### src/rtl/swagc_pkg.sv
// ----------------------------------------------------------------------------
// swagc_pkg: shared types and constants of the sliding window agc
// widths, sequencer states, divider request/response and sample magnitude
// ----------------------------------------------------------------------------
package swagc_pkg;

	// field widths and window limits
	localparam int MAX_HALF_WINDOW = 512;
	localparam int SAMPLE_BITS     = 24;
	localparam int FRAC_BITS       = 16;
	localparam int OUT_BITS        = 28;
	localparam int CFG_BITS        = 10;
	localparam int CTR_BITS        = 32;

	// derived widths
	localparam int HW_BITS   = $clog2(MAX_HALF_WINDOW + 1);
	localparam int ADDR_BITS = $clog2(2 * MAX_HALF_WINDOW);
	localparam int CNT_BITS  = $clog2(2 * MAX_HALF_WINDOW + 1);
	localparam int SUM_BITS  = SAMPLE_BITS - 1 + CNT_BITS;
	localparam int PROD_BITS = SAMPLE_BITS + CNT_BITS;
	localparam int INT_BITS  = OUT_BITS - 1 - FRAC_BITS;
	localparam int CMP_BITS  = SUM_BITS + INT_BITS;
	localparam int ITER_BITS = $clog2(OUT_BITS);

	localparam logic [CFG_BITS-1:0] HALF_WINDOW_RESET = CFG_BITS'(64);

	// request type codes
	localparam logic REQ_SAMPLE = 1'b0;
	localparam logic REQ_DRAIN  = 1'b1;

	// main sequencer states
	typedef enum logic [2:0] {
		S_IDLE,
		S_RD_CUR,
		S_RD_OLD,
		S_START,
		S_DIV,
		S_OUT
	} seq_state_t;

	// divider states
	typedef enum logic [2:0] {
		D_IDLE,
		D_MUL,
		D_CHK,
		D_ITER,
		D_DONE
	} div_state_t;

	// divider command
	typedef struct packed {
		logic                          start;
		logic signed [SAMPLE_BITS-1:0] sample;
		logic [CNT_BITS-1:0]           count;
		logic [SUM_BITS-1:0]           sum;
	} div_req_t;

	// divider answer
	typedef struct packed {
		logic                       done;
		logic signed [OUT_BITS-1:0] result;
	} div_rsp_t;

	// absolute value of a sample, exact for the most negative code
	function automatic logic [SAMPLE_BITS-1:0] sample_mag(
		input logic signed [SAMPLE_BITS-1:0] s
	);
		if (s[SAMPLE_BITS-1]) begin
			return SAMPLE_BITS'(-s);
		end
		return SAMPLE_BITS'(s);
	endfunction

endpackage

### src/rtl/swagc_div.sv
// ----------------------------------------------------------------------------
// swagc_div: shared gain unit
// count*|sample| over the absolute sum, one quotient bit per cycle by
// restoring division, rounded to nearest and saturated to signed Q11.16
// ----------------------------------------------------------------------------
module swagc_div
	import swagc_pkg::*;
(
	input  logic     clk,
	input  logic     arst_n,
	input  div_req_t req,
	output div_rsp_t rsp
);

	localparam logic [OUT_BITS-1:0] OUT_MAX_MAG = {1'b0, {(OUT_BITS-1){1'b1}}};
	localparam logic [OUT_BITS-1:0] OUT_MIN_MAG = {1'b1, {(OUT_BITS-1){1'b0}}};

	div_state_t               state_q, state_d;
	logic [SAMPLE_BITS-1:0]   mag_q;
	logic                     neg_q;
	logic                     zero_q;
	logic                     ovf_q;
	logic [CNT_BITS-1:0]      cnt_q;
	logic [SUM_BITS-1:0]      sum_q;
	logic [PROD_BITS-1:0]     prod_q;
	logic [SUM_BITS:0]        rem_q;
	logic [OUT_BITS-1:0]      dsh_q;
	logic [OUT_BITS-1:0]      quo_q;
	logic [ITER_BITS-1:0]     iter_q;
	logic                     done_q;
	logic signed [OUT_BITS-1:0] res_q;

	logic                     ovf;
	logic [SUM_BITS:0]        trial;
	logic                     qbit;
	logic [OUT_BITS:0]        rnd;
	logic [OUT_BITS-1:0]      qmag;
	logic [OUT_BITS-1:0]      res_d;

	// overflow check: integer part would not fit
	assign ovf = CMP_BITS'(prod_q) >= {sum_q, {INT_BITS{1'b0}}};

	// one restoring step
	assign trial = {rem_q[SUM_BITS-1:0], dsh_q[OUT_BITS-1]};
	assign qbit  = trial >= {1'b0, sum_q};

	// rounding, saturation and sign
	always_comb begin
		rnd  = (OUT_BITS+1)'(quo_q) + (OUT_BITS+1)'(1);
		qmag = ovf_q ? OUT_MIN_MAG : rnd[OUT_BITS:1];
		if (zero_q) begin
			res_d = '0;
		end else if (!neg_q) begin
			res_d = (qmag > OUT_MAX_MAG) ? OUT_MAX_MAG : qmag;
		end else begin
			res_d = OUT_BITS'(-qmag);
		end
	end

	// next state
	always_comb begin
		state_d = state_q;
		unique case (state_q)
			D_IDLE: begin
				if (req.start) state_d = D_MUL;
			end
			D_MUL: state_d = D_CHK;
			D_CHK: begin
				if (zero_q || ovf) state_d = D_DONE;
				else state_d = D_ITER;
			end
			D_ITER: begin
				if (iter_q == ITER_BITS'(OUT_BITS - 1)) state_d = D_DONE;
			end
			D_DONE: state_d = D_IDLE;
			default: state_d = D_IDLE;
		endcase
	end

	// state register and done strobe
	always_ff @(posedge clk or negedge arst_n) begin
		if (!arst_n) begin
			state_q <= D_IDLE;
			done_q  <= 1'b0;
		end else begin
			state_q <= state_d;
			done_q  <= (state_q == D_DONE);
		end
	end

	// datapath
	always_ff @(posedge clk) begin
		unique case (state_q)
			D_IDLE: begin
				if (req.start) begin
					mag_q  <= sample_mag(req.sample);
					neg_q  <= req.sample[SAMPLE_BITS-1];
					zero_q <= (req.sample == '0) || (req.count == '0) || (req.sum == '0);
					cnt_q  <= req.count;
					sum_q  <= req.sum;
				end
			end
			D_MUL: begin
				prod_q <= PROD_BITS'(cnt_q) * PROD_BITS'(mag_q);
			end
			D_CHK: begin
				ovf_q  <= ovf;
				rem_q  <= (SUM_BITS+1)'(prod_q >> INT_BITS);
				dsh_q  <= {prod_q[INT_BITS-1:0], {(FRAC_BITS+1){1'b0}}};
				quo_q  <= '0;
				iter_q <= '0;
			end
			D_ITER: begin
				rem_q  <= qbit ? (trial - {1'b0, sum_q}) : trial;
				quo_q  <= {quo_q[OUT_BITS-2:0], qbit};
				dsh_q  <= {dsh_q[OUT_BITS-2:0], 1'b0};
				iter_q <= iter_q + ITER_BITS'(1);
			end
			D_DONE: begin
				res_q <= res_d;
			end
			default: begin
			end
		endcase
	end

	assign rsp.done   = done_q;
	assign rsp.result = res_q;

endmodule

### config.mk
export PLATFORM = sky130hd
export DESIGN_NAME = swagc_div
export DESIGN_NICKNAME = d
export VERILOG_FILES = /design/src/rtl/swagc_pkg.sv /design/src/rtl/swagc_div.sv
export SDC_FILE = /design/constraint.sdc
export NUM_CORES = 1
export LEC_CHECK = 0
export BUFFER_PORTS_ARGS = -buffer_cell sky130_fd_sc_hd__buf_2
export CAP_MARGIN = 30
export CELL_PAD_IN_SITES_DETAIL_PLACEMENT = 1
export CELL_PAD_IN_SITES_GLOBAL_PLACEMENT = 2
export CORE_UTILIZATION = 44
export CTS_CLUSTER_DIAMETER = 150
export DETAILED_ROUTE_END_ITERATION = 10
export PLACE_DENSITY = 0.95
export SLEW_MARGIN = 15
export SYNTH_ARGS = -nofsm -noshare
export SYNTH_HDL_FRONTEND = slang
export SYNTH_SLANG_ARGS = --single-unit
### constraint.sdc
create_clock -name clk -period 20.5 [get_ports clk]
set_input_delay 4.1 -clock clk [delete_from_list [all_inputs] [get_ports clk]]
set_output_delay 4.1 -clock clk [all_outputs]
set_load 0.03 [all_outputs]
==> results of run 1 <==
[cells in the final DEF, fill, tap and decap left out, types with 11 or more instances in the layout]
cell type	instances
inv_1	294
nand2_1	278
edfxtp_1	213
fa_1	198
ha_1	135
and2_1	113
buf_2	101
nor2_1	90
a21oi_1	89
xnor2_1	86
o21ai_0	72
and3_1	43
a21o_1	40
nand3_1	35
nor3_1	33
xor2_1	32
clkbuf_16	27
mux2i_1	24
nand4_1	21
nor4_1	19
nand2b_1	18
a211oi_1	13
or4_1	13
o31ai_1	13
o21a_1	12
or3_1	11
o211ai_1	11
[worst max-delay path, stage by stage, from the launching register on]
cell and delay (ps):
edfxtp_1 1010, nand2_1 180, fa_1 550, inv_1 60, fa_1 490, fa_1 540
fa_1 570, inv_1 60, fa_1 540, inv_1 40, ha_1 360, and3_1 220
nand2_1 80, or3_1 320, a311o_1 370, a21oi_1 340, o221ai_1 240, o311ai_0 420
[path summary, 6_finish.rpt]
kind | slack (ps) | start | cells past startpoint | to
min in group asynchronous | 3320 | arst_n | 1 | done_q
setup / recovery | 13870 | cnt_q[6] | 17 | prod_q[28]
hold / removal | 530 | dsh_q[20] | 2 | dsh_q[21]
setup reg to reg | 13870 | cnt_q[6] | 17 | prod_q[28]
max in group asynchronous | 17050 | arst_n | 1 | state_q[1]
hold reg to reg | 530 | dsh_q[20] | 2 | dsh_q[21]
[kinds of logic after synthesis]
| logic type | share of synthesized area |
|---|---|
| xor gates and xnor gates | 0.0497 |
| AOI/OAI and AO/OA | 0.111 |
| buffers and inverters | 0.0721 |
| DFF | 0.312 |
| muxes | 0.0132 |
| and+or+nand+nor | 0.169 |
| adders and majority gates | 0.272 |
[synth_stat cells, drive strengths merged, types with 5 or more instances]
master | n | share of area
o22ai | 5 | 0.0015
nand2 | 279 | 0.050
nor3 | 34 | 0.0084
a211o | 6 | 0.0025
xor2 | 32 | 0.013
and2 | 114 | 0.034
nand3 | 36 | 0.0089
xnor2 | 86 | 0.036
o31ai | 13 | 0.0047
edfxtp | 213 | 0.31
o211ai | 12 | 0.0046
mux2i | 24 | 0.012
a21oi | 91 | 0.022
o21ai | 74 | 0.018
nand4 | 21 | 0.0063
nand2b | 18 | 0.0054
o41ai | 5 | 0.0025
nor4 | 21 | 0.0069
a211oi | 13 | 0.0047
o311ai | 8 | 0.0034
a21o | 41 | 0.015
a31oi | 10 | 0.0030
fa | 198 | 0.19
a311oi | 5 | 0.0021
or2 | 10 | 0.0030
or3 | 11 | 0.0033
ha | 135 | 0.081
clkbuf | 84 | 0.015
buf | 14 | 0.0037
o21bai | 10 | 0.0036
or4 | 14 | 0.0052
o21a | 12 | 0.0043
inv | 295 | 0.053
and3 | 43 | 0.013
nor2 | 92 | 0.017
[routing by layer]
layer	share of wire	track usage	vias to the layer above
met1	0.44	0.303	7885
li1	-	-	7340
met2	0.50	0.418	314
met4	0.021	0.0544	0
met5	0	0	-
met3	0.034	0.0202	70
[stage by stage]
step | worst slack, ps | util | hold slack [ps] | cells
floorplan | 8380 | - | 484 | 2145
global placement | 13720 | 0.467 | 495 | 2763
detailed placement | 13700 | 0.468 | 508 | 2766
CTS | 13860 | 0.486 | 526 | 2815
global route | 13470 | 0.487 | 551 | 2817
finish | 13870 | 0.487 | 528 | 2818
[final cells by class]
class | count | share of cell area
antenna | 1 | 0.000110
tap | 607 | 0.0335
clock inverter | 21 | 0.00634
sequential | 217 | 0.286
inverter | 295 | 0.0489
clock buffer | 28 | 0.0300
multi-input combinational | 1535 | 0.565
timing repair buffer | 114 | 0.0298
[sequential cells by signal (all words and copies together), names as in the netlist]
register,count
zero_q,1
sum_q,34
neg_q,1
iter_q,5
state_q,3
cnt_q,11
mag_q,24
ovf_q,1
res_q,28
quo_q,28
done_q,1
rem_q,34
dsh_q,11
prod_q,35
==> parameters.txt, run 1 <==
Parameter                              Value

Hold path
  Type of the worst min-delay path ... flop to flop

Final layout
  Number of fillers in the final layout ... 5232
  Layout cells sized above 1 ... 0.0878
  Area grow syn2layout ... 9.09%
  Area of all placed cells without fillers ... 22700 um2
  Register area ... 6500 um2
  Multi-input logic area ... 12800 um2
  Layout net count ... 2595

Global routing
  Total global routing overflow ... 0
  Global-route usage over all layers ... 0.233
  Maximum number of pins on one net before global-route repair ... 73
  Global-route wire length before repair ... 89.3 mm
  Vias in the first global route ... 17000
  Number of antenna violations at the first check in global routing ... 3

Clocking
  H-tree level count ... 1
  Post-cts hold buffer count ... 0
  Clock latency of the later-clocked register in the worst-skew pair ... 590 ps
  Num CTS Buffers ... 27
  # Post-CTS Setup Buffers ... 0
  Clock root buffer master ... clkbuf_16
  Clock tree from TritonCTS ... built
  Gates resized, CTS repair ... 0
  Worst-path clk slew ... 60 ps
  Total clock sinks ... 217
  Buffer levels on the longest clock path ... 3

Logic synthesis
  FF+latch count, synth ... 217
  Synthesized netlist net count ... 2550
  Primary flip-flop cell chosen by synthesis mapping ... edfxtp_1
  Share of flip-flops with an asynchronous set or reset after synthesis ... 0.0184
  Number of distinct library cells after synthesis ... 80
  Share of synthesized area occupied by flip-flops and latches ... 0.312
  Cells after Synth ... 2145
  Number of flops mapped to enable cells by yosys ... 213
  Summed instance area of the synthesized netlist ... 20800 um2
  Mapped Avg Cell Area ... 9.69 um2
  YS warnings ... 0

Route
  DRC violation count after routing ... 0
  DRT Pass-1 Iters ... 5
  Post-route ant nets ... 0
  Detailed-route via count ... 15600
  Total Wirelength ... 54.5 mm
  Avg WL per Cell ... 19.3 um
  Routed vias/inst ... 5.54
  Number of DRC violations after detailed-routing iteration 0 ... 909

Setup path
  Required time of the critical path ... 20830 ps
  Largest fanout on the critical path ... 24
  Category of the critical setup timing path ... flop to flop
  CP Capture Type ... flop
  Type of origin of the critical path ... flop
  Signal arrival time at the worst endpoint ... 6950 ps

Timing
  Final period util ... 0.323
  Peak clock frequency supported by timing ... 0.151 GHz
  Final setup vio count ... 0
  Max_slew headroom ... 0.332
  Post-Route Setup TNS ... 0 ps
  Slew Viols, Final ... 0
  Unrepaired setup endpoints after global routing ... no
  Hold violation count in the final report ... 0
  Final critical path time including I/O delays and setup ... 6630 ps
  Worst Max-Slew Pin Slew ... 1000 ps
  Post-route clock skew ... 33.7 ps

Run
  Max_cap viols ... 0

Die
  Area of the die ... 48100 um2
  Core area ... 46600 um2
  I/O pin count ... 101
  Die W ... 219 um
  Die height ... 219 um
  Starting density of the core ... 0.447
  Number of placement rows ... 79

Placed design
  Cell area after placement ... 21800 um2
  HPWL after detailed placement ... 41.7 mm
  Final estimated routing congestion in global placement ... 0.859
  Port buffer count ... 100

Status
  Run status ... finished clean
Power of run 1 is left out: the tool's default activity adds up to more than one toggle a clock period on the data nets, which glitch-free logic cannot reach.
==> run 2, diff against run 1 <==
--- a/config.mk
+++ b/config.mk
@@ -9,10 +9,10 @@
 export CAP_MARGIN = 30
 export CELL_PAD_IN_SITES_DETAIL_PLACEMENT = 1
 export CELL_PAD_IN_SITES_GLOBAL_PLACEMENT = 2
-export CORE_UTILIZATION = 44
+export CORE_UTILIZATION = 41
 export CTS_CLUSTER_DIAMETER = 150
 export DETAILED_ROUTE_END_ITERATION = 10
-export PLACE_DENSITY = 0.95
+export PLACE_DENSITY = 0.9
 export SLEW_MARGIN = 15
 export SYNTH_ARGS = -nofsm -noshare
 export SYNTH_HDL_FRONTEND = slang
==> constraint.sdc (replaced) <==
create_clock -name clk -period 6.9 [get_ports clk]
set_input_delay 1.38 -clock clk [delete_from_list [all_inputs] [get_ports clk]]
set_output_delay 1.38 -clock clk [all_outputs]
set_load 0.03 [all_outputs]
==> parameters.txt, run 2 (synthesized netlist as in run 1, its figures left out) <==
Parameter                              Value

Status
  Run status ... finished clean

Clocking
  # Post-CTS Setup Buffers ... 0
  Buffer levels on the longest clock path ... 3
  Num CTS Buffers ... 27
  Total clock sinks ... 217
  Gates resized, CTS repair ... 0
  Clock tree from TritonCTS ... built
  Post-cts hold buffer count ... 0
  H-tree level count ... 1
  Clock latency of the later-clocked register in the worst-skew pair ... 580 ps
  Clock root buffer master ... clkbuf_16
  Worst-path clk slew ... 60 ps

Setup path
  Capturing element of the worst setup path ... prod_q[33]
  Family of cells with the greatest summed delay on the critical path ... adder cells
  Ordered cell list for the critical path ... nand2_1 -> fa_1 -> fa_1 -> inv_1 -> fa_1 -> fa_1 -> inv_1 -> fa_1 -> inv_1 -> ha_1 -> o21a_1 -> nor2_1 -> a31oi_1 -> a2bb2oi_1 -> a21oi_1 -> o21ai_0 -> o311ai_0 -> a21oi_1 -> xnor2_1
  Delay of the slowest cell on the worst path ... 890 ps
  Category of the critical setup timing path ... flop to flop
  Critical-path cell with the highest stage delay ... edfxtp_1
  Signal arrival time at the worst endpoint ... 6800 ps
  Setup slack on the worst flop-to-flop path ... 400 ps
  CP Capture Type ... flop
  Crit Reg-Reg Endpoint ... prod_q[33]
  Type of origin of the critical path ... flop
  Largest fanout on the critical path ... 24
  Required time of the critical path ... 7200 ps
  Worst setup path start ... cnt_q[10]
  Launch point of the worst reg-to-reg path ... cnt_q[10]
  Worst path depth ... 19
  Reg2Reg Depth ... 19
  Buffering stage count on the worst path with inverters included ... 3
  Most Frequent Cell on Critical Path ... fa_1

Route
  DRT Pass-1 Iters ... 5
  Number of DRC violations after detailed-routing iteration 0 ... 809
  DRC violation count after routing ... 0
  Post-route ant nets ... 0
  Total Wirelength ... 54.2 mm
  Detailed-route via count ... 15600
  Avg WL per Cell ... 18.8 um
  Routed vias/inst ... 5.40

Die
  Starting density of the core ... 0.415
  Area of the die ... 51600 um2
  I/O pin count ... 101
  Die W ... 227 um
  Die height ... 227 um
  Number of placement rows ... 82
  Core area ... 50100 um2

Global routing
  Global-route usage over all layers ... 0.213
  Number of antenna violations at the first check in global routing ... 3
  Global-route wire length before repair ... 87.9 mm
  Maximum number of pins on one net before global-route repair ... 73
  Total global routing overflow ... 0
  Vias in the first global route ... 16800

Final layout
  Max FFs per register ... 35
  Most frequent standard cell in the layout excluding fill and tap cells ... inv_1
  Largest registers in the final layout ... prod_q x35, rem_q x34, sum_q x34
  Area grow syn2layout ... 9.71%
  Most used cells in the layout excluding fill and tap cells ... 294 x inv_1, 278 x nand2_1, 213 x edfxtp_1
  Layout cells sized above 1 ... 0.0878
  Layout net count ... 2596
  Multi-input logic area ... 12800 um2
  Register area ... 6500 um2
  Area of all placed cells without fillers ... 22800 um2
  Largest Register ... prod_q
  Number of fillers in the final layout ... 5758

Timing
  Post-Route Setup TNS ... 0 ps
  Hold violation count in the final report ... 0
  Worst Max-Slew Pin Slew ... 913 ps
  Final setup vio count ... 0
  Final period util ... 0.943
  Worst Hold Margin ... 497 ps
  Unrepaired setup endpoints after global routing ... no
  Final worst slack ... 395 ps
  Post-route clock skew ... 30.5 ps
  Peak clock frequency supported by timing ... 0.154 GHz
  Final critical path time including I/O delays and setup ... 6500 ps
  Max_slew headroom ... 0.386
  Slew Viols, Final ... 0

Run
  Max_cap viols ... 0

Placed design
  Setup WS pre-CTS ... 395 ps
  Cell area after placement ... 21900 um2
  Final estimated routing congestion in global placement ... 0.863
  HPWL after detailed placement ... 42.0 mm
  Port buffer count ... 100

Hold path
  Type of the worst min-delay path ... flop to flop
-- run 2: cell types whose count changed in the layout (fill, tap and decap cells not counted), sizes merged --
cell / delta
buf: +1
clkinvlp: -3
clkinv: -8
inv: +2
bufinv: +2
clkbuf: +6
-- run 2: metrics by stage --
stage / std cells / util
after detailed placement: 2831 / 0.437
final: 2883 / 0.456
after CTS: 2879 / 0.454
after global routing: 2883 / 0.456
after global placement: 2831 / 0.437
after floorplan: 2145 / -
-- run 2: worst reg2reg max path, delay by kind of cell (launching register included) --
kind                       cells  cell delay [ps]
adders and majority gates      6             3100
AOI/OAI and AO/OA              7             1710
DFF                            1              890
and+or+nand+nor                2              240
buffers and inverters          3              160
xor gates and xnor gates       1              130
-- run 2: how the worst min path moves through the flow --
stage	start	to	slack [ps]	depth (start not counted)
floorplan	dsh_q[17]	dsh_q[18]	480	2
global placement	dsh_q[22]	dsh_q[23]	490	2
detailed placement	dsh_q[26]	dsh_q[27]	500	2
CTS	dsh_q[17]	dsh_q[18]	500	2
global route	dsh_q[20]	dsh_q[21]	540	2
finish	dsh_q[17]	dsh_q[18]	500	2
-- run 2: final cells by class --
cell class | instances | area share
Multi-Input combinational cell | 1535 | 0.562
Sequential cell | 217 | 0.285
Inverter | 295 | 0.0486
Antenna cell | 1 | 0.000110
Clock inverter | 14 | 0.00718
Clock buffer | 34 | 0.0316
Tap cell | 672 | 0.0369
Timing Repair Buffer | 115 | 0.0286
-- run 2: per-layer routing --
layer	up-vias	global-route usage	part of all wire
li1	7336	-	-
met1	7867	0.282	0.45
met2	290	0.369	0.49
met3	76	0.0268	0.037
met4	2	0.0537	0.023
met5	-	0	0.00026
Power of run 2 is left out for the same reason.
==> run 3, diff against run 2 <==
--- a/config.mk
+++ b/config.mk
@@ -7,12 +7,13 @@
 export LEC_CHECK = 0
 export BUFFER_PORTS_ARGS = -buffer_cell sky130_fd_sc_hd__buf_2
 export CAP_MARGIN = 30
-export CELL_PAD_IN_SITES_DETAIL_PLACEMENT = 1
-export CELL_PAD_IN_SITES_GLOBAL_PLACEMENT = 2
-export CORE_UTILIZATION = 41
+export CELL_PAD_IN_SITES_DETAIL_PLACEMENT = 0
+export CELL_PAD_IN_SITES_GLOBAL_PLACEMENT = 1
+export CORE_UTILIZATION = 45
 export CTS_CLUSTER_DIAMETER = 150
 export DETAILED_ROUTE_END_ITERATION = 10
-export PLACE_DENSITY = 0.9
+export GPL_ROUTABILITY_DRIVEN = 0
+export PLACE_DENSITY = 0.83
 export SLEW_MARGIN = 15
 export SYNTH_ARGS = -nofsm -noshare
 export SYNTH_HDL_FRONTEND = slang
==> parameters.txt, run 3 (synthesized netlist as in run 1, its figures left out) <==
Parameter                              Value

Status
  Run status ... finished clean

Final layout
  Max FFs per register ... 35
  Largest Register ... prod_q
  Antenna Cells ... 0
  Largest registers in the final layout ... prod_q x35, rem_q x34, sum_q x34
  Most frequent standard cell in the layout excluding fill and tap cells ... inv_1
  Area grow syn2layout ... 9.19%
  Layout cells sized above 1 ... 0.0874
  Layout net count ... 2593
  Final standard cell count with taps included and fillers excluded ... 2807
  Most used cells in the layout excluding fill and tap cells ... 294 x inv_1, 278 x nand2_1, 213 x edfxtp_1

Global routing
  Global-route wire length before repair ... 78.8 mm
  Met2 global-route usage ... 0.350
  Total global routing overflow ... 0
  Grt met3 use ... 0.0275
  Met1 usage ... 0.277
  Global-route usage over all layers ... 0.207
  Busiest grt layer ... met2
  Number of antenna violations at the first check in global routing ... 1
  Vias in the first global route ... 15700
  Maximum number of pins on one net before global-route repair ... 73

Placed design
  Number of cells in the design after placement ... 2760
  HPWL after detailed placement ... 36.5 mm
  Port buffer count ... 100

Route
  Avg WL per Cell ... 16.9 um
  Detailed-route via count ... 15300
  Routed vias/inst ... 5.44
  Total Wirelength ... 47.5 mm
  DRT Pass-1 Iters ... 5
  DRC violation count after routing ... 0
  Post-route ant nets ... 0
  Number of DRC violations after detailed-routing iteration 0 ... 935

Clocking
  Buffer levels on the longest clock path ... 3
  H-tree level count ... 1
  Clock root buffer master ... clkbuf_16
  Post-cts hold buffer count ... 0
  # Post-CTS Setup Buffers ... 0
  Worst-path clk slew ... 60 ps
  Total clock sinks ... 217
  Clock latency of the later-clocked register in the worst-skew pair ... 570 ps
  Num CTS Buffers ... 25
  Gates resized, CTS repair ... 0
  Clock tree from TritonCTS ... built

Setup path
  Buffering stage count on the worst path with inverters included ... 3
  Family of cells with the greatest summed delay on the critical path ... adder cells
  Largest fanout on the critical path ... 24
  Delay of the slowest cell on the worst path ... 850 ps
  CP Capture Type ... flop
  Type of origin of the critical path ... flop
  Most Frequent Cell on Critical Path ... fa_1
  Required time of the critical path ... 7200 ps
  Category of the critical setup timing path ... flop to flop
  Signal arrival time at the worst endpoint ... 6660 ps
  Ordered cell list for the critical path ... nand2_1 -> fa_1 -> fa_1 -> inv_1 -> fa_1 -> fa_1 -> inv_1 -> fa_1 -> inv_1 -> ha_1 -> o21a_1 -> nor2_1 -> a31oi_1 -> a2bb2oi_1 -> a21oi_1 -> o21ai_0 -> o311ai_0 -> a21oi_1 -> xnor2_1
  Critical-path cell with the highest stage delay ... edfxtp_1

Timing
  Final critical path time including I/O delays and setup ... 6360 ps
  Final setup vio count ... 0
  Post-Route Setup TNS ... 0 ps
  Peak clock frequency supported by timing ... 0.157 GHz
  Unrepaired setup endpoints after global routing ... no
  Max_slew headroom ... 0.403
  Hold violation count in the final report ... 0
  Post-route clock skew ... 20.1 ps
  Slew Viols, Final ... 0
  Final period util ... 0.921
  Worst Max-Slew Pin Slew ... 892 ps

Die
  Area of the die ... 47100 um2
  Die W ... 217 um
  Starting density of the core ... 0.457
  Die height ... 217 um
  Number of placement rows ... 78
  I/O pin count ... 101
  Core area ... 45500 um2

Run
  Max_cap viols ... 0

Hold path
  Type of the worst min-delay path ... flop to flop
## run 3: cell count changes in the layout (fill, tap and decap cells not counted), sizes merged
cell	before	now
clkinv	9	5
clkinvlp	0	3
bufinv	3	5
inv	297	295
buf	115	114
clkbuf	34	33
diode	1	0
## run 3: worst paths after layout
kind | from | to | slack (ps) | cells past startpoint
setup / recovery | cnt_q[10] | prod_q[33] | 540 | 19
hold / removal | dsh_q[22] | dsh_q[23] | 510 | 2
setup reg to reg | cnt_q[10] | prod_q[33] | 540 | 19
hold reg to reg | dsh_q[22] | dsh_q[23] | 510 | 2
max in group asynchronous | arst_n | state_q[1] | 6150 | 1
min in group asynchronous | arst_n | done_q | 620 | 1
## run 3: per-stage QoR
| step | setup slack (ps) | util | hold slack, ps | area, um2 |
|---|---|---|---|---|
| final | 544 | 0.499 | 513 | 22700 |
| after global routing | 72.3 | 0.499 | 547 | 22700 |
| after CTS | 544 | 0.499 | 519 | 22700 |
| after detailed placement | 564 | 0.479 | 506 | 21800 |
| after global placement | 706 | 0.478 | 499 | 21800 |
| after floorplan | 1050 | - | 484 | 20800 |
## run 3: layer usage
metal  wire length (um)  vias up
met2              22300      387
met3               2310       75
li1                   -     7347
met1              21700     7456
met4               1200        0
met5                  0        -
## run 3: worst min-delay path, cell delays in order (launching register included)
cell and delay, ps:
edfxtp_1 320, nand2_1 50, nand2_1 50
## run 3: layout make-up
class | count | area [um2]
multi-input combinational | 1535 | 12800
clock buffer | 33 | 696
fill | 4268 | 22800
inverter | 295 | 1110
sequential | 217 | 6500
clock inverter | 13 | 210
timing repair buffer | 114 | 617
tap | 600 | 751
Power of run 3 is left out for the same reason.
